File: config.mk
export PLATFORM = sky130hd
export DESIGN_NAME = apa102_frame_generator_core
export DESIGN_NICKNAME = d
export VERILOG_FILES = /design/src/hw/rtl/afg_pkg.sv /design/src/hw/rtl/afg_front.sv /design/src/hw/rtl/afg_queue.sv /design/src/hw/rtl/afg_back.sv /design/src/hw/rtl/apa102_frame_generator_core.sv
export SDC_FILE = /design/constraint.sdc
export NUM_CORES = 1
export LEC_CHECK = 0
export ABC_CLOCK_PERIOD_IN_PS = 3000
export BUFFER_PORTS_ARGS = -buffer_cell sky130_fd_sc_hd__buf_2
export CORE_ASPECT_RATIO = 0.9
export CORE_MARGIN = 10
export CORE_UTILIZATION = 25
export DETAILED_ROUTE_END_ITERATION = 16
export PLACE_DENSITY_LB_ADDON = 0.12
export SLEW_MARGIN = 20
export SYNTH_ARGS = -nofsm -noshare
export SYNTH_HDL_FRONTEND = slang
export SYNTH_SLANG_ARGS = --single-unit
File: constraint.sdc
create_clock -name clk -period 3 [get_ports clk]
set_input_delay 0.6 -clock clk [delete_from_list [all_inputs] [get_ports clk]]
set_output_delay 0.6 -clock clk [all_outputs]
set_load 0.02 [all_outputs]
File: src/hw/rtl/afg_pkg.sv
// Shared types and constants for the LED frame generator.
// No dependencies; imported by every module of the block.
`default_nettype none
package afg_pkg;

  localparam int unsigned MAX_LEDS    = 512;
  localparam int unsigned COUNT_W     = 10;
  localparam int unsigned BRIGHT_W    = 5;
  localparam int unsigned CFG_DATA_W  = 10;
  localparam int unsigned CFG_IDX_W   = 1;
  localparam int unsigned ENDS_W      = 5;

  // register indexes
  localparam logic [CFG_IDX_W-1:0] REG_LED_COUNT  = 1'd0;
  localparam logic [CFG_IDX_W-1:0] REG_BRIGHTNESS = 1'd1;

  localparam logic [COUNT_W-1:0]  LED_COUNT_RST  = 10'd1;
  localparam logic [BRIGHT_W-1:0] BRIGHTNESS_RST = 5'd31;
  localparam logic [COUNT_W-1:0]  COUNT_MAX      = 10'(MAX_LEDS);
  localparam logic [7:0]          HDR_BASE       = 8'hE0;
  localparam logic [7:0]          ZERO_BYTE      = 8'h00;
  // last index of a four-byte start or reset run
  localparam logic [ENDS_W-1:0]   PAD_LAST       = 5'd3;

  typedef struct packed {
    logic [7:0] color_first;
    logic [7:0] color_second;
    logic [7:0] color_third;
  } pix_t;

  typedef struct packed {
    logic [7:0] out_byte;
    logic       run_last;
    logic       frame_done;
  } res_t;

  // one classified pixel, handed from front to back
  typedef struct packed {
    logic              start;    // first pixel of the frame
    logic              last;     // last pixel of the frame
    logic [7:0]        hdr;      // header byte
    logic [ENDS_W-1:0] ends_m1;  // end bytes minus one
    pix_t              pix;
  } cmd_t;

  typedef enum logic [2:0] {
    ST_BEGIN,
    ST_START,
    ST_HDR,
    ST_C1,
    ST_C2,
    ST_C3,
    ST_RST,
    ST_END
  } st_t;

endpackage
`default_nettype wire

File: src/hw/rtl/afg_front.sv
// Front end: config registers, pixel counter and per-pixel classification.
// Depends on afg_pkg.
`default_nettype none
module afg_front (
  input  wire logic                         clk,
  input  wire logic                         rst_n,
  input  wire logic                         cfg_we,
  input  wire logic [afg_pkg::CFG_IDX_W-1:0]  cfg_idx,
  input  wire logic [afg_pkg::CFG_DATA_W-1:0] cfg_wdata,
  input  wire logic                         in_valid,
  output logic                              in_ready,
  input  wire afg_pkg::pix_t                in_data,
  input  wire logic                         q_full,
  output logic                              q_push,
  output afg_pkg::cmd_t                     q_cmd
);
  import afg_pkg::*;

  logic [COUNT_W-1:0]  led_count_r;
  logic [BRIGHT_W-1:0] brightness_r;
  logic [COUNT_W-1:0]  pixel_index_r;
  logic [COUNT_W-1:0]  pixel_index_nxt;
  logic [COUNT_W-1:0]  count_eff;
  logic [COUNT_W-1:0]  ends_m1_w;
  logic                last_pix;

  always_comb begin
    if (led_count_r == '0) begin
      count_eff = COUNT_W'(1);
    end else if (led_count_r > COUNT_MAX) begin
      count_eff = COUNT_MAX;
    end else begin
      count_eff = led_count_r;
    end
  end

  // ceil(count/16) - 1
  assign ends_m1_w       = ((count_eff + COUNT_W'(15)) >> 4) - COUNT_W'(1);
  assign pixel_index_nxt = pixel_index_r + COUNT_W'(1);
  assign last_pix        = (pixel_index_nxt >= count_eff);

  assign in_ready = !q_full;
  assign q_push   = in_valid && !q_full;

  always_comb begin
    q_cmd.start   = (pixel_index_r == '0);
    q_cmd.last    = last_pix;
    q_cmd.hdr     = HDR_BASE | {3'b000, brightness_r};
    q_cmd.ends_m1 = ends_m1_w[ENDS_W-1:0];
    q_cmd.pix     = in_data;
  end

  always_ff @(posedge clk) begin
    if (!rst_n) begin
      led_count_r   <= LED_COUNT_RST;
      brightness_r  <= BRIGHTNESS_RST;
      pixel_index_r <= '0;
    end else begin
      if (cfg_we) begin
        unique case (cfg_idx)
          REG_LED_COUNT:  led_count_r  <= cfg_wdata[COUNT_W-1:0];
          REG_BRIGHTNESS: brightness_r <= cfg_wdata[BRIGHT_W-1:0];
          default: ;
        endcase
      end
      if (q_push) begin
        pixel_index_r <= last_pix ? '0 : pixel_index_nxt;
      end
    end
  end

  // index returns to zero after the last pixel of a frame
  a_idx_range: assert property (@(posedge clk) disable iff (!rst_n)
    $past(q_push) && $past(q_cmd.last) |-> pixel_index_r == '0)
    else $error("pixel index not rearmed after last pixel");

  a_start_idx: assert property (@(posedge clk) disable iff (!rst_n)
    q_push && q_cmd.start |-> pixel_index_r == '0)
    else $error("start flag without frame start");

  a_ends_rng: assert property (@(posedge clk) disable iff (!rst_n)
    q_push |-> ends_m1_w < COUNT_W'(32))
    else $error("end byte count out of range");

endmodule
`default_nettype wire

File: src/hw/rtl/afg_queue.sv
// Two-entry queue of classified pixels between front and back.
// Depends on afg_pkg.
`default_nettype none
module afg_queue (
  input  wire logic          clk,
  input  wire logic          rst_n,
  input  wire logic          push,
  input  wire afg_pkg::cmd_t wr_cmd,
  output logic               full,
  input  wire logic          pop,
  output logic               head_valid,
  output afg_pkg::cmd_t      head_cmd
);
  import afg_pkg::*;

  cmd_t       mem_r [2];
  logic       wr_ptr_r;
  logic       rd_ptr_r;
  logic [1:0] fill_r;

  assign full       = (fill_r == 2'd2);
  assign head_valid = (fill_r != 2'd0);
  assign head_cmd   = mem_r[rd_ptr_r];

  always_ff @(posedge clk) begin
    if (push) begin
      mem_r[wr_ptr_r] <= wr_cmd;
    end
  end

  always_ff @(posedge clk) begin
    if (!rst_n) begin
      wr_ptr_r <= 1'b0;
      rd_ptr_r <= 1'b0;
      fill_r   <= 2'd0;
    end else begin
      if (push) begin
        wr_ptr_r <= !wr_ptr_r;
      end
      if (pop) begin
        rd_ptr_r <= !rd_ptr_r;
      end
      case ({push, pop})
        2'b10:   fill_r <= fill_r + 2'd1;
        2'b01:   fill_r <= fill_r - 2'd1;
        default: fill_r <= fill_r;
      endcase
    end
  end

  a_no_ovf: assert property (@(posedge clk) disable iff (!rst_n)
    !(push && full))
    else $error("queue overflow");

  a_no_udf: assert property (@(posedge clk) disable iff (!rst_n)
    !(pop && !head_valid))
    else $error("queue underflow");

  a_ptr_fill: assert property (@(posedge clk) disable iff (!rst_n)
    (fill_r == 2'd0) || (fill_r == 2'd2) |-> wr_ptr_r == rd_ptr_r)
    else $error("queue pointers disagree with fill level");

endmodule
`default_nettype wire

File: src/hw/rtl/afg_back.sv
// Back end: byte sequencer that expands one queued pixel into frame bytes,
// with a registered output stage. Depends on afg_pkg.
`default_nettype none
module afg_back (
  input  wire logic          clk,
  input  wire logic          rst_n,
  input  wire logic          head_valid,
  input  wire afg_pkg::cmd_t head_cmd,
  output logic               pop,
  output logic               out_valid,
  input  wire logic          out_ready,
  output afg_pkg::res_t      out_data
);
  import afg_pkg::*;

  st_t               st_r, st_nxt;
  logic [ENDS_W-1:0] cnt_r, cnt_nxt;
  logic              out_valid_r;
  res_t              out_data_r;
  res_t              res;
  logic              fire;

  assign fire      = head_valid && (!out_valid_r || out_ready);
  assign out_valid = out_valid_r;
  assign out_data  = out_data_r;

  // next state
  always_comb begin
    st_nxt  = st_r;
    cnt_nxt = cnt_r;
    pop     = 1'b0;
    if (fire) begin
      unique case (st_r)
        ST_BEGIN: begin
          if (head_cmd.start) begin
            st_nxt  = ST_START;
            cnt_nxt = ENDS_W'(1);
          end else begin
            st_nxt = ST_C1;
          end
        end
        ST_START: begin
          if (cnt_r == PAD_LAST) begin
            st_nxt  = ST_HDR;
            cnt_nxt = '0;
          end else begin
            cnt_nxt = cnt_r + ENDS_W'(1);
          end
        end
        ST_HDR: st_nxt = ST_C1;
        ST_C1:  st_nxt = ST_C2;
        ST_C2:  st_nxt = ST_C3;
        ST_C3: begin
          if (head_cmd.last) begin
            st_nxt  = ST_RST;
            cnt_nxt = '0;
          end else begin
            st_nxt = ST_BEGIN;
            pop    = 1'b1;
          end
        end
        ST_RST: begin
          if (cnt_r == PAD_LAST) begin
            st_nxt  = ST_END;
            cnt_nxt = '0;
          end else begin
            cnt_nxt = cnt_r + ENDS_W'(1);
          end
        end
        ST_END: begin
          if (cnt_r == head_cmd.ends_m1) begin
            st_nxt  = ST_BEGIN;
            cnt_nxt = '0;
            pop     = 1'b1;
          end else begin
            cnt_nxt = cnt_r + ENDS_W'(1);
          end
        end
        default: st_nxt = ST_BEGIN;
      endcase
    end
  end

  // byte for the current step
  always_comb begin
    res.out_byte   = ZERO_BYTE;
    res.run_last   = 1'b0;
    res.frame_done = 1'b0;
    unique case (st_r)
      ST_BEGIN: res.out_byte = head_cmd.start ? ZERO_BYTE : head_cmd.hdr;
      ST_START: res.out_byte = ZERO_BYTE;
      ST_HDR:   res.out_byte = head_cmd.hdr;
      ST_C1:    res.out_byte = head_cmd.pix.color_first;
      ST_C2:    res.out_byte = head_cmd.pix.color_second;
      ST_C3: begin
        res.out_byte = head_cmd.pix.color_third;
        res.run_last = !head_cmd.last;
      end
      ST_RST:   res.out_byte = ZERO_BYTE;
      ST_END: begin
        res.run_last   = (cnt_r == head_cmd.ends_m1);
        res.frame_done = (cnt_r == head_cmd.ends_m1);
      end
      default: res.out_byte = ZERO_BYTE;
    endcase
  end

  always_ff @(posedge clk) begin
    if (fire) begin
      out_data_r <= res;
    end
  end

  always_ff @(posedge clk) begin
    if (!rst_n) begin
      st_r        <= ST_BEGIN;
      cnt_r       <= '0;
      out_valid_r <= 1'b0;
    end else begin
      st_r  <= st_nxt;
      cnt_r <= cnt_nxt;
      if (fire) begin
        out_valid_r <= 1'b1;
      end else if (out_ready) begin
        out_valid_r <= 1'b0;
      end
    end
  end

  a_done_last: assert property (@(posedge clk) disable iff (!rst_n)
    out_valid_r && out_data_r.frame_done |-> out_data_r.run_last)
    else $error("frame_done without run_last");

  a_pop_state: assert property (@(posedge clk) disable iff (!rst_n)
    pop |-> (st_r == ST_C3) || (st_r == ST_END))
    else $error("pixel retired mid-sequence");

  a_pop_flag: assert property (@(posedge clk) disable iff (!rst_n)
    pop |-> res.run_last)
    else $error("pixel retired without run_last byte");

endmodule
`default_nettype wire

File: src/hw/rtl/apa102_frame_generator_core.sv
// Top level of the LED frame generator: front end, pixel queue, back end.
// Depends on afg_pkg, afg_front, afg_queue, afg_back.
`default_nettype none
// Usage
//   Input channel (in_valid/in_ready/in_data): one pixel per transaction,
//   three color bytes in the order they go on the wire.
//   Output channel (out_valid/out_ready/out_data): one frame byte per
//   transaction, MSB first on the LED data line; run_last marks the last
//   byte a pixel causes, frame_done the last end byte of a frame.
//   Config port (cfg_we/cfg_idx/cfg_wdata): index 0 LED count, 1 brightness.
//   Write only while idle.
// Timing
//   An accepted pixel enters the queue; at the head, with the output free,
//   its first byte is registered into out_data. The back end emits one byte
//   per cycle while a pixel is queued and output is not stalled: 4 bytes for
//   a plain pixel, 4 more for frame start, 4+ceil(count/16) for frame tail.
//   The two-entry queue lets a new pixel in while the back end still works,
//   so input throughput is set by the back end's byte rate.
// Reset
//   Synchronous, active low: LED count 1, brightness 31, frame start, queue
//   and output empty.
// Stall
//   A stalled output holds its byte; the back end waits, the queue fills
//   and in_ready drops once both entries are taken.
module apa102_frame_generator_core (
  input  wire logic                           clk,
  input  wire logic                           rst_n,
  input  wire logic                           cfg_we,
  input  wire logic [afg_pkg::CFG_IDX_W-1:0]  cfg_idx,
  input  wire logic [afg_pkg::CFG_DATA_W-1:0] cfg_wdata,
  input  wire logic                           in_valid,
  output logic                                in_ready,
  input  wire afg_pkg::pix_t                  in_data,
  output logic                                out_valid,
  input  wire logic                           out_ready,
  output afg_pkg::res_t                       out_data
);
  import afg_pkg::*;

  logic q_full;
  logic q_push;
  cmd_t q_cmd;
  logic q_pop;
  logic head_valid;
  cmd_t head_cmd;

  // classify pixels and track frame position
  afg_front u_front (
    .clk       (clk),
    .rst_n     (rst_n),
    .cfg_we    (cfg_we),
    .cfg_idx   (cfg_idx),
    .cfg_wdata (cfg_wdata),
    .in_valid  (in_valid),
    .in_ready  (in_ready),
    .in_data   (in_data),
    .q_full    (q_full),
    .q_push    (q_push),
    .q_cmd     (q_cmd)
  );

  // decouples acceptance from byte generation
  afg_queue u_queue (
    .clk        (clk),
    .rst_n      (rst_n),
    .push       (q_push),
    .wr_cmd     (q_cmd),
    .full       (q_full),
    .pop        (q_pop),
    .head_valid (head_valid),
    .head_cmd   (head_cmd)
  );

  // byte sequencer and output register
  afg_back u_back (
    .clk        (clk),
    .rst_n      (rst_n),
    .head_valid (head_valid),
    .head_cmd   (head_cmd),
    .pop        (q_pop),
    .out_valid  (out_valid),
    .out_ready  (out_ready),
    .out_data   (out_data)
  );

endmodule
`default_nettype wire
; Word level (Yosys, flattened, before mapping)
; Memory sizes are Yosys's and may differ from the RTL's. A register that Yosys moved wholly into a read port is not among the register bits.
; Cells that the tools add are included.
; Widths: inputs -> output; s select.
[word_totals]
regBits = 48
latchBits = 0
mem_bits_rw = 72
mem_bits_ro = 0
wordCells = 87
mem_count = 1
[memory_table]
columns = memory, depth, width, read_ports, rd_ports_with_merged_regs, write_ports, line_no
row1 = u_queue.mem_r, 2, 36, 1, 1, 1, afg_queue.sv:16  ; cmd_t mem_r [2];
[op_classes]
add_sub_neg = 6
multipliers = 0
div = 0
order_cmp = 2
n_eq_ne = 17
shift = 0
muxes = 28
n_bitwise = 1
n_reduce_logical = 20
[op_table]
columns = op, n
row1 = $pmux 8 s5, 1
row2 = $mux 10, 3
row3 = $pmux 3 s8, 1
row4 = $logic_not 10->1, 2
row5 = $mux 5, 4
row6 = $pmux 5 s4, 1
row7 = $eq 3x3->1 const B, 4
row8 = $mux 3, 4
row9 = $add 10x1->10 const B, 1
row10 = $ge 10x10->1, 1
row11 = $gt 10x10->1 const B, 1
row12 = $ne 2x1->1 const B, 5
row13 = $add 9x4->9 const B, 1
row14 = $mux 1, 9
row15 = $mux 8, 1
row16 = $reduce_and 4->1, 2
row17 = $eq 3x2->1 const B, 2
row18 = $reduce_bool 2->1, 3
row19 = $add 5x1->5 const B, 1
row20 = $eq 5x2->1 const B, 1
row21 = $eq 5x5->1, 1
row22 = $logic_not 1->1, 5
row23 = $sub 5x1->5 const B, 1
row24 = $eq 2x2->1 const B, 2
row25 = 14 further kinds, 17

; Depth between registers and ports, before layout
; Gate-level depths: netlist of run 1.
[logic_depth]
word_depth = 6
mapped_depth = 12
ltp_nobuf = 11

; Modules after synthesis
; Synthesis of run 1 repeated with hierarchy kept, for this count alone.
[unflattened]
cells_unflattened = 510
hier_area_um2 = 6040.8
[modules_own_cells]
columns = mod, n_inst, cells_per_inst, area_each_um2
row1 = afg_queue, 1, 143, 3025.4
row2 = afg_front, 1, 243, 1798.0
row3 = afg_back, 1, 124, 1217.4

; Least setup slack after synthesis of run 1
; OpenSTA, ideal clock, no wires.
[synth_path]
path_kind = register to register
start = register u_queue.fill_r[0]
end = memory u_queue.mem_r[0][0] (netlist bit) (enable)
setup_time_ns = 0.429
t_arrival_ns = 2.547
required_ns = 2.571
setup_slack_ns = 0.024
path_stages_with_launch = 6
period_less_slack_ns = 2.976
cell_sequence = dfxtp_1 > nand2b_1 > and2_1 > buf_2 > inv_2 > nor2_1
[synth_between]
elab_chain_cells = 5
[synth_lines]
columns = item, line_no
row1 = from (decl), afg_queue.sv:19  ; logic [1:0] fill_r;
row2 = from (signal assigned), afg_queue.sv:44  ; 2'b10: fill_r <= fill_r + 2'd1;
row3 = from (signal assigned), afg_queue.sv:45  ; 2'b01: fill_r <= fill_r - 2'd1;
row4 = from (signal assigned), afg_queue.sv:46  ; default: fill_r <= fill_r;
row5 = $eq 2x2->1, afg_queue.sv:21  ; assign full = (fill_r == 2'd2);
row6 = $logic_not 1->1, n/a
row7 = net in_ready, apa102_frame_generator_core.sv:32  ; output logic in_ready,
row8 = $logic_and 1x1->1, afg_front.sv:43  ; assign q_push = in_valid && !q_full;
row9 = $mux 1, afg_queue.sv:26  ; if (push) begin
row10 = $mux 1 (not written as such), afg_queue.sv:27  ; mem_r[wr_ptr_r] <= wr_cmd;
row11 = to (decl), afg_queue.sv:16
; The timed path passes the listed nets, and every way through them passes these cells.

==> load_flow_metrics.sql, run 1 <==
INSERT INTO impl_metrics (metric_group, metric, value, unit) VALUES
('outcome', 'outcome', 'finished, final reports clean', ''),
('route', 'viasPerCell', '4.56', ''),
('setup_path', 'critPathLaunchType', 'register', ''),
('power_and_ir_drop', 'power_per_cell_area', '703', 'mW/mm^2'),
('finish', 'final.fill_count', '2179', ''),
('synthesis', 'synth.net_count', '509', ''),
('setup_path', 'worst_r2r_startpoint', 'u_front.led_count_r[6]$_SDFFE_PN0P_', ''),
('route', 'final_antenna_net_count', '0', ''),
('global_routing', 'grt_antenna_before_repair', '0', ''),
('job', 'maxCapViolations', '0', ''),
('setup_path', 'worst_setup_path_category', 'reg -> reg', ''),
('finish', 'net_total_in_the_final_layout', '574', ''),
('route', 'detailedRoute.firstPassIterationCount', '5', ''),
('floorplan', 'floorplan.core_area', '0.0216', 'sq mm'),
('placed_design', 'portBuffers', '51', ''),
('placed_design', 'detailedPlacementHpwl', '9870', 'um'),
('synthesis', 'post_synth_instance_area', '0.00549', 'sq mm'),
('cts', 'cts_buffers', '17', ''),
('sta', 'rsz0062_at_grt', 'no', ''),
('floorplan', 'design.die.area', '0.0283', 'sq mm'),
('sta', 'worst_pin_slew', '0.798', 'ns'),
('hold_path', 'min-delay-start', 'in_data[7]', ''),
('hold_path', 'holdCritPathClass', 'in -> reg', ''),
('cts', 'cts_tree', 'built', ''),
('route', 'routed-via-count', '3750', ''),
('finish', 'most_common_cell_after_layout_fill_and_taps_aside', 'edfxtp_1', ''),
('finish', 'diodes', '0', ''),
('global_routing', 'globalRouteTotalUtil', '9.65', '%'),
('global_routing', 'grt_max_degree', '37', ''),
('power_and_ir_drop', 'pwr-share-comb', '13.0', '%'),
('finish', 'drive_above_1_share', '23.9', '%'),
('power_and_ir_drop', 'internal_portion_of_total_power', '3.57', 'mW'),
('sta', 'setup_viol_count_final', '0', ''),
('sta', 'max_slew_margin', '46.5', '%'),
('floorplan', 'design.portCount', '52', ''),
('cts', 'ctsHoldBuffers', '0', ''),
('setup_path', 'cp_slowest_cell', 'or3_1', ''),
('synthesis', 'ys.warnings.count', '0', ''),
('synthesis', 'yosys_register_bits', '121', ''),
('global_routing', 'grt_first_pass_wirelength', '21300', 'um'),
('sta', 'final.hold.worst_slack', '0.380', 'ns'),
('sta', 'min_period', '2.77', 'ns'),
('sta', 'fin_worst_skew', '0.00959', 'ns'),
('floorplan', 'effective_utilization_at_floorplan', '25.4', '%'),
('setup_path', 'critPathMostFrequentCell', 'nor2_1', ''),
('sta', 'period_share', '92.4', '%'),
('cts', 'clkSlewWorstSetupHoldPaths', '0.06', 'ns'),
('setup_path', 'timing.critical_path.slowest_cell_delay', '0.44', 'ns'),
('cts', 'clk_latency', '0.41', 'ns'),
('cts', 'postCtsResizedCells', '0', ''),
('route', 'drcViolationCount', '0', ''),
('power_and_ir_drop', 'power', '4.76', 'mW'),
('setup_path', 'rr_endpoint', 'u_queue.mem_r[0][34]$_DFFE_PP_', ''),
('synthesis', 'ys.flop_type', 'edfxtp_1', ''),
('floorplan', 'chipWidth', '176', 'um'),
('finish', 'final_cell_count_no_fill', '823', ''),
('synthesis', 'fraction_of_post_synthesis_cell_area_in_the_top_cell_type_by_area', '44.9', '%'),
('synthesis', 'synth.area.top_cells', 'edfxtp_1 45%, dfxtp_1 14%, nand2_1 4.2%, ha_1 3.4%, mux2i_1 2.4%', ''),
('global_routing', 'grt_remaining_overflow', '0', ''),
('power_and_ir_drop', 'pwr-share-seq', '42.2', '%'),
('hold_path', 'worstHoldEndpoint', 'u_queue.mem_r[1][7]$_DFFE_PP_', ''),
('setup_path', 'critPathBufInv', '0', ''),
('finish', 'synthesis_to_finish_area_growth', '23.5', '%'),
('cts', 'cts_root_buffer', 'clkbuf_16', ''),
('power_and_ir_drop', 'power.clock.fraction', '44.9', '%'),
('setup_path', 'cp-end-kind', 'register', ''),
('route', 'wl_per_cell', '16.4', 'um'),
('sta', 'timing.setup.tns', '0', 'ns'),
('floorplan', 'die_height', '161', 'um'),
('synthesis', 'synth.largest_area_cell', 'edfxtp_1', ''),
('route', 'dr.first_iter.drc_count', '227', '');
[worst register-to-register path, cell delays in order, from the launching register on]
cell      delay, ns
dfxtp_1        0.36
or3_1          0.44
or3_1          0.32
nor2_1         0.09
nor2_1         0.05
nor2_1         0.13
ha_1           0.24
nand2b_1       0.14
a211o_1        0.28
a21oi_1        0.18
o21ai_1        0.23
[cell usage after synthesis, types with 11 or more instances]
library cell / number
a21oi_1: 24
clkbuf_1: 11
dfxtp_1: 39
edfxtp_1: 82
ha_1: 15
mux2_2: 11
mux2i_1: 13
nand2_1: 61
nand3_1: 22
nor2_1: 19
o21ai_0: 11
xnor2_1: 13
xor2_1: 11
[metal layers]
| metal | routed length (um) | vias up | track usage [%] |
|---|---|---|---|
| met2 | 5930 | 80 | 14.4 |
| met1 | 6850 | 1827 | 13.0 |
| met3 | 626 | 4 | 3.16 |
| met4 | 95 | 0 | 2.77 |
| met5 | 0 | - | 0 |
| li1 | - | 1839 | - |
[logic make-up (layout without fill, tap and decap cells)]
| group | Yosys count | count (layout) | share of synthesized area, % |
|---|---|---|---|
| multiplexers | 28 | 28 | 6.13 |
| XOR/XNOR | 24 | 24 | 3.83 |
| AO/OA/AOI/OAI | 88 | 88 | 12.0 |
| buffers and inverters | 31 | 109 | 2.37 |
| flip-flops | 121 | 121 | 59.1 |
| AND/OR/NAND/NOR | 147 | 147 | 13.2 |
| adder cells (fa/ha/maj) | 15 | 15 | 3.42 |
[worst max path at each step]
stage	to	from	depth (start not counted)
after floorplan	u_queue.mem_r[0][0]$_DFFE_PP_	u_queue.fill_r[0]$_SDFFE_PN0P_	5
after global placement	u_queue.mem_r[0][34]$_DFFE_PP_	u_front.led_count_r[6]$_SDFFE_PN0P_	10
after detailed placement	u_queue.mem_r[0][34]$_DFFE_PP_	u_front.led_count_r[6]$_SDFFE_PN0P_	10
after CTS	u_queue.mem_r[0][34]$_DFFE_PP_	u_front.led_count_r[6]$_SDFFE_PN0P_	10
after global routing	u_front.pixel_index_r[2]$_SDFFE_PN0P_	u_front.led_count_r[6]$_SDFFE_PN0P_	11
final	u_queue.mem_r[0][34]$_DFFE_PP_	u_front.led_count_r[6]$_SDFFE_PN0P_	10
[final cells by class]
cell class | instances | area (sq um) | area share, %
clock buffers | 17 | 425 | 6.28
clock inverters | 15 | 200 | 2.95
inverters | 11 | 41.3 | 0.609
multi-input cells | 302 | 2120 | 31.3
flip-flops and latches | 121 | 3240 | 47.8
well taps | 291 | 364 | 5.37
repair buffers | 66 | 380 | 5.61
[stage by stage]
step | instance area, sq um | setup WS (ns)
2_1_floorplan | 5490 | 0.0242
3_3_place_gp | 6150 | 0.288
3_5_place_dp | 6150 | 0.249
4_1_cts | 6780 | 0.233
5_1_grt | 6780 | 0.00118
6_report | 6780 | 0.228
[power groups by stage]
stage               registers (mW)  clock network [mW]  logic (mW)
detailed placement            2.05                   0       0.627
global placement              2.05                   0       0.617
CTS                           2.01                2.19       0.629
global route                  2.02                2.27       0.692
floorplan                     2.06                   0       0.379
finish                        2.01                2.14       0.617
[sequential cells by signal (all words and copies together) (netlist names), named ones only]
register	cells
u_back.cnt_r	5
u_back.out_data	10
u_back.out_valid	1
u_back.st_r	3
u_front.brightness_r	5
u_front.led_count_r	10
u_front.pixel_index_r	10
u_queue.fill_r	2
u_queue.mem_r	72
u_queue.rd_ptr_r	1
u_queue.wr_ptr_r	1
Note: power is estimated with default switching activity, not from simulation.
==> inputs of run 2 (changes only) <==
ABC_CLOCK_PERIOD_IN_PS = default   (was 3000)
clock period = 3.4 ns   (was 3 ns; I/O delays follow)
==> run 2 against run 1 <==
  * Die area unchanged
  * Non-clock buffer count decreased by 7
  * Routed wire length is 0.73% lower
  * Highest routed layer unchanged
==> load_flow_metrics.sql, run 2 (synthesized netlist as in run 1, its figures left out) <==
INSERT INTO impl_metrics (metric_group, metric, value, unit) VALUES
('setup_path', 'cp-end-kind', 'register', ''),
('floorplan', 'chipWidth', '176', 'um'),
('finish', 'largest_register_ff_count', '72', ''),
('finish', 'seqCellArea', '0.00324', 'sq mm'),
('setup_path', 'critPathLaunchType', 'register', ''),
('cts', 'ctsHoldBuffers', '0', ''),
('finish', 'most_common_cell_after_layout_fill_and_taps_aside', 'edfxtp_1', ''),
('sta', 'period_share', '83.3', '%'),
('placed_design', 'portBuffers', '51', ''),
('sta', 'fin_worst_skew', '0.00921', 'ns'),
('finish', 'synthesis_to_finish_area_growth', '21.2', '%'),
('global_routing', 'grt_pass1_vias', '3926', ''),
('cts', 'cts_root_buffer', 'clkbuf_16', ''),
('sta', 'hold_violations', '0', ''),
('setup_path', 'timing.critical_path.slowest_cell_delay', '0.52', 'ns'),
('cts', 'numClockSinks', '121', ''),
('sta', 'setup_viol_count_final', '0', ''),
('global_routing', 'grt_first_pass_wirelength', '21700', 'um'),
('finish', 'layout_common_cells', '82 x edfxtp_1, 61 x nand2_1, 51 x buf_2, 39 x dfxtp_1, 24 x a21oi_1', ''),
('finish', 'final_cell_count_no_fill', '816', ''),
('placed_design', 'gpl.final_weighted_congestion', '0.765', ''),
('route', 'viasPerCell', '4.56', ''),
('job', 'maxCapViolations', '0', ''),
('route', 'final_antenna_net_count', '0', ''),
('sta', 'rsz0062_at_grt', 'no', ''),
('cts', 'postCtsResizedCells', '0', ''),
('setup_path', 'cp_slowest_cell', 'dfxtp_1', ''),
('finish', 'final.fill_count', '2200', ''),
('floorplan', 'die_height', '161', 'um'),
('floorplan', 'design.portCount', '52', ''),
('hold_path', 'holdCritPathClass', 'in -> reg', ''),
('outcome', 'outcome', 'finished, final reports clean', ''),
('cts', 'clock_tree.buffer_depth', '2', ''),
('power_and_ir_drop', 'power', '4.02', 'mW'),
('sta', 'timing.setup.tns', '0', 'ns'),
('floorplan', 'floorplan.core_area', '0.0216', 'sq mm'),
('global_routing', 'grt_remaining_overflow', '0', ''),
('hold_path', 'min-delay-start', 'in_data[11]', ''),
('finish', 'registers.top_by_ff_count', 'u_queue.mem_r', ''),
('sta', 'min_period', '2.83', 'ns'),
('sta', 'final.hold.worst_slack', '0.455', 'ns'),
('route', 'wl_per_cell', '16.4', 'um'),
('setup_path', 'timing.critical_path.required', '3.73', 'ns'),
('hold_path', 'worstHoldEndpoint', 'u_queue.mem_r[1][11]$_DFFE_PP_', ''),
('setup_path', 'cp_cell_sequence', 'buf_4, mux2i_1, xnor2_1, or2_1, or3_4, a21oi_2, ha_1, or3_1, a21oi_1', ''),
('global_routing', 'grt_antenna_before_repair', '0', ''),
('power_and_ir_drop', 'peakVddDrop', '254', 'uV'),
('sta', 'fmax', '353', 'MHz'),
('route', 'detailedRoute.firstPassIterationCount', '4', ''),
('placed_design', 'placedCellCount', '784', ''),
('finish', 'drive_above_1_share', '22.3', '%'),
('cts', 'ctsHtreeMaxLevel', '4', ''),
('floorplan', 'std_cell_rows', '51', ''),
('placed_design', 'detailedPlacementHpwl', '9590', 'um'),
('route', 'drcViolationCount', '0', ''),
('route', 'dr.first_iter.drc_count', '175', ''),
('cts', 'clk_latency', '0.41', 'ns'),
('global_routing', 'globalRouteTotalUtil', '9.82', '%'),
('route', 'routed-via-count', '3724', ''),
('setup_path', 'critical_path_peak_fanout', '8', ''),
('floorplan', 'effective_utilization_at_floorplan', '25.4', '%'),
('setup_path', 'worst-endpoint-arrival', '3.16', 'ns'),
('cts', 'clkSlewWorstSetupHoldPaths', '0.06', 'ns'),
('cts', 'cts_buffers', '17', ''),
('setup_path', 'worst_setup_path_category', 'reg -> reg', ''),
('hold_path', 'worstHoldPathCells', '1', ''),
('sta', 'slew_viol_final', '0', ''),
('cts', 'cts_tree', 'built', ''),
('floorplan', 'design.die.area', '0.0283', 'sq mm'),
('finish', 'multi_input_comb_area', '0.00212', 'sq mm'),
('setup_path', 'r2r.worst_path.cells', '9', ''),
('power_and_ir_drop', 'total_leakage_power', '2.36', 'nW'),
('finish', 'final_core_util', '30.7', '%'),
('sta', 'worst_pin_slew', '0.921', 'ns'),
('sta', 'max_slew_margin', '38.6', '%'),
('finish', 'diodes', '0', ''),
('finish', 'net_total_in_the_final_layout', '567', ''),
('route', 'routed_wl', '13400', 'um'),
('global_routing', 'grt_max_degree', '37', ''),
('setup_path', 'regToRegSetupSlack', '0.57', 'ns'),
('power_and_ir_drop', 'power_per_cell_area', '604', 'mW/mm^2'),
('setup_path', 'rr_endpoint', 'u_queue.fill_r[1]$_SDFFE_PN0P_', ''),
('cts', 'cts.repair_timing.setup_buffer_count', '0', '');
run 2: cell count changes in the layout (fill, tap and decap cells not counted), sizes merged:
cell | before | now
buf | 66 | 59
bufinv | 4 | 2
clkbuf | 17 | 19
clkinv | 7 | 5
clkinvlp | 3 | 5
run 2: through the flow:
step	cell area (sq um)	setup slack (ns)
after global routing	6650	0.336
final	6650	0.568
after global placement	6090	0.629
after CTS	6650	0.545
after detailed placement	6090	0.551
after floorplan	5490	0.424
run 2: final cells by class:
cell class                 count  area share, %
clock buffer                  19           6.51
clock inverter                13           1.94
inverter                      11          0.621
multi-input combinational    302           31.9
sequential                   121           48.8
tap                          291           5.48
timing repair buffer          59           4.74
run 2: critical path: cells and delay by family, from the launching register on:
family / cells / cell delay [ns]
buf+inv: 1 / 0.27
flops: 1 / 0.52
compound gates: 2 / 0.31
xor+xnor: 1 / 0.12
simple gates: 3 / 1.01
fa+ha+maj: 1 / 0.28
mux: 1 / 0.26
run 2: worst max-delay path by stage:
stage | from | end | slack, ns
4_1_cts | register | u_queue.fill_r[1]$_SDFFE_PN0P_ | 0.54
6_report | register | u_queue.fill_r[1]$_SDFFE_PN0P_ | 0.57
5_1_grt | u_front.led_count_r[6]$_SDFFE_PN0P_ | u_front.pixel_index_r[1]$_SDFFE_PN0P_ | 0.34
2_1_floorplan | u_queue.fill_r[0]$_SDFFE_PN0P_ | u_queue.mem_r[0][0]$_DFFE_PP_ | 0.42
3_3_place_gp | u_front.led_count_r[6]$_SDFFE_PN0P_ | u_queue.mem_r[1][34]$_DFFE_PP_ | 0.63
3_5_place_dp | register | u_queue.fill_r[1]$_SDFFE_PN0P_ | 0.55
run 2: report_power, final:
part	leakage [nW]	total [mW]	internal [mW]	switching (mW)
sequential	1.08	1.78	1.72	0.0609
clock	0.260	1.71	1.07	0.644
combinational	1.02	0.522	0.195	0.327
total	2.36	4.02	2.98	1.03
run 2: routing by layer:
metal,track usage (%),vias up,wire length [um]
met1,13.0,1810,6740
met4,2.89,0,148
met2,14.8,70,5910
li1,-,1834,-
met5,0,-,0
met3,3.38,10,600
==> inputs of run 3 (changes only) <==
clock period = 2.8 ns   (was 3.4 ns; I/O delays follow)
==> run 3 against run 2 <==
  * Critical path depth grew 1
  * Setup slack lost 0.41 ns
  * First-iteration DRC count grew 44%
  * Sequential power grew 21%
  * Non-clock buffer count grew 13
  * Utilization grew 0.63 points
  * Sequential share of layout area shrank 0.96 points
  * Maximum frequency grew 7.3%
  * Clock-buffer cell count shrank 1
  * Combinational power grew 31%
  * Critical path type unchanged
  * Largest cell class unchanged
==> load_flow_metrics.sql, run 3 (synthesized netlist as in run 1, its figures left out) <==
INSERT INTO impl_metrics (metric_group, metric, value, unit) VALUES
('sta', 'period_share', '94.3', '%'),
('finish', 'net_total_in_the_final_layout', '580', ''),
('sta', 'rsz0062_at_grt', 'no', ''),
('sta', 'final.hold.worst_slack', '0.332', 'ns'),
('setup_path', 'cp_cell_sequence', 'or3_1, or3_1, nor2_1, nor2_1, nor2_1, ha_1, nand2b_1, a211o_1, a21oi_2, o21ai_2', ''),
('cts', 'cts_buffers', '17', ''),
('route', 'drcViolationCount', '0', ''),
('finish', 'final_cell_count_no_fill', '829', ''),
('sta', 'fmax', '379', 'MHz'),
('setup_path', 'r2r.worst_path.cells', '10', ''),
('global_routing', 'globalRouteTotalUtil', '9.97', '%'),
('setup_path', 'critPathMostFrequentCell', 'nor2_1', ''),
('global_routing', 'grt_remaining_overflow', '0', ''),
('cts', 'clk_latency', '0.42', 'ns'),
('setup_path', 'cp_slowest_cell', 'or3_1', ''),
('placed_design', 'placedCellCount', '796', ''),
('finish', 'registers.top_by_ff_count', 'u_queue.mem_r', ''),
('power_and_ir_drop', 'peakVddDrop', '340', 'uV'),
('floorplan', 'die_height', '161', 'um'),
('finish', 'synthesis_to_finish_area_growth', '23.6', '%'),
('cts', 'ctsHtreeMaxLevel', '4', ''),
('route', 'routed_wl', '13500', 'um'),
('setup_path', 'timing.critical_path.required', '2.94', 'ns'),
('route', 'met2RoutedLength', '5710', 'um'),
('setup_path', 'timing.critical_path.slowest_cell_delay', '0.43', 'ns'),
('placed_design', 'detailedPlacementHpwl', '9780', 'um'),
('placed_design', 'gpl.final_weighted_congestion', '0.769', ''),
('sta', 'worst_pin_slew', '0.654', 'ns'),
('sta', 'fin_worst_skew', '0.0132', 'ns'),
('global_routing', 'grt_pass1_vias', '3892', ''),
('sta', 'max_slew_margin', '56.3', '%'),
('power_and_ir_drop', 'power', '4.95', 'mW'),
('global_routing', 'grt_antenna_before_repair', '0', ''),
('hold_path', 'holdCritPathClass', 'in -> reg', ''),
('setup_path', 'worst_setup_path_category', 'reg -> reg', ''),
('route', 'detailedRoute.firstPassIterationCount', '6', ''),
('finish', 'largest_register_ff_count', '72', ''),
('placed_design', 'portBuffers', '51', ''),
('power_and_ir_drop', 'power_per_cell_area', '730', 'mW/mm^2'),
('floorplan', 'floorplan.core_area', '0.0216', 'sq mm'),
('floorplan', 'effective_utilization_at_floorplan', '25.4', '%'),
('finish', 'final_core_util', '31.4', '%'),
('finish', 'diodes', '0', ''),
('sta', 'min_period', '2.64', 'ns'),
('cts', 'cts_tree', 'built', ''),
('floorplan', 'chipWidth', '176', 'um'),
('global_routing', 'grt_first_pass_wirelength', '21900', 'um'),
('setup_path', 'critPathBufInv', '0', ''),
('floorplan', 'std_cell_rows', '51', ''),
('route', 'viasPerCell', '4.57', ''),
('cts', 'clkSlewWorstSetupHoldPaths', '0.06', 'ns'),
('sta', 'hold_violations', '0', ''),
('finish', 'layout_common_cells', '82 x edfxtp_1, 61 x nand2_1, 51 x buf_2, 38 x dfxtp_1, 23 x a21oi_1', ''),
('floorplan', 'design.portCount', '52', ''),
('setup_path', 'critPathLaunchType', 'register', ''),
('finish', 'final.fill_count', '2174', ''),
('route', 'met3RoutedLength', '697', 'um'),
('outcome', 'outcome', 'finished, final reports clean', ''),
('route', 'routed-via-count', '3792', ''),
('hold_path', 'worstHoldPathCells', '1', ''),
('cts', 'numClockSinks', '121', ''),
('cts', 'clock_tree.buffer_depth', '2', ''),
('job', 'maxCapViolations', '0', ''),
('sta', 'slew_viol_final', '0', ''),
('route', 'dr.first_iter.drc_count', '252', ''),
('cts', 'cts_root_buffer', 'clkbuf_16', ''),
('setup_path', 'critical_path_peak_fanout', '6', ''),
('sta', 'timing.setup.tns', '0', 'ns'),
('setup_path', 'cp-end-kind', 'register', ''),
('route', 'wl_per_cell', '16.3', 'um'),
('floorplan', 'design.die.area', '0.0283', 'sq mm'),
('setup_path', 'worst-endpoint-arrival', '2.78', 'ns'),
('setup_path', 'cp_top_family', 'simple AND/OR/NAND/NOR gates', ''),
('finish', 'most_common_cell_after_layout_fill_and_taps_aside', 'edfxtp_1', ''),
('setup_path', 'path_depth', '10', ''),
('power_and_ir_drop', 'total_leakage_power', '2.44', 'nW'),
('route', 'top_layer_used', 'met4', ''),
('route', 'post_route_m1_wl', '6870', 'um'),
('finish', 'drive_above_1_share', '25.1', '%'),
('sta', 'setup_viol_count_final', '0', ''),
('global_routing', 'grt_max_degree', '37', ''),
('route', 'final_antenna_net_count', '0', '');
==> run 3: per-layer routing <==
| metal | vias to the layer above | global-route usage [%] |
|---|---|---|
| met1 | 1837 | 13.5 |
| li1 | 1856 | - |
| met2 | 83 | 14.1 |
| met4 | 0 | 3.74 |
| met5 | - | 0 |
| met3 | 16 | 3.73 |
==> run 3: layout make-up <==
class,count,area (sq um),area share (%)
Timing Repair Buffer,72,425,6.27
Sequential cell,121,3240,47.8
Tap cell,291,364,5.37
Multi-Input combinational cell,302,2130,31.4
Clock buffer,18,429,6.32
Inverter,11,41.3,0.609
Clock inverter,14,148,2.18
==> run 3: worst register-to-register path, stage by stage, from the launching register on <==
cell,delay (ns)
dfxtp_1,0.35
or3_1,0.43
or3_1,0.33
nor2_1,0.10
nor2_1,0.05
nor2_1,0.13
ha_1,0.24
nand2b_1,0.14
a211o_1,0.30
a21oi_2,0.17
o21ai_2,0.13
==> run 3: path summary, 6_finish.rpt <==
path                                                        to                                 start  slack (ns)
worst min register to register  u_queue.mem_r[0][29]$_DFFE_PP_  u_front.brightness_r[0]$_SDFFE_PN1P_        0.46
worst min-delay path            u_queue.mem_r[0][19]$_DFFE_PP_                           in_data[19]        0.33
worst max-delay path            u_queue.mem_r[1][34]$_DFFE_PP_   u_front.led_count_r[6]$_SDFFE_PN0P_        0.16
worst max register to register  u_queue.mem_r[1][34]$_DFFE_PP_   u_front.led_count_r[6]$_SDFFE_PN0P_        0.16
==> run 3: repair_timing <==
item / 4_1_cts / 5_1_grt
hold endpoints to repair: 0 / 0
resized for setup: 0 / 5
buffers inserted: 0 / 1
hold buffers: 0 / 0
endpoints found under the setup margin: 0 / 13
==> run 3: power breakdown <==
part / leakage [nW] / internal, mW / switching, mW / total [mW]
Sequential: 1.08 / 2.09 / 0.0632 / 2.15
Clock: 0.271 / 1.31 / 0.811 / 2.12
Combinational: 1.09 / 0.265 / 0.417 / 0.682
Total: 2.44 / 3.66 / 1.29 / 4.95
==> run 3: metrics by stage <==
step           cell area [sq um]  setup slack [ns]
3_5_place_dp                6190            0.0562
2_1_floorplan               5490             0.295
5_1_grt                     6790           0.00215
3_3_place_gp                6190            0.0848
4_1_cts                     6770            0.0336
6_report                    6790             0.160
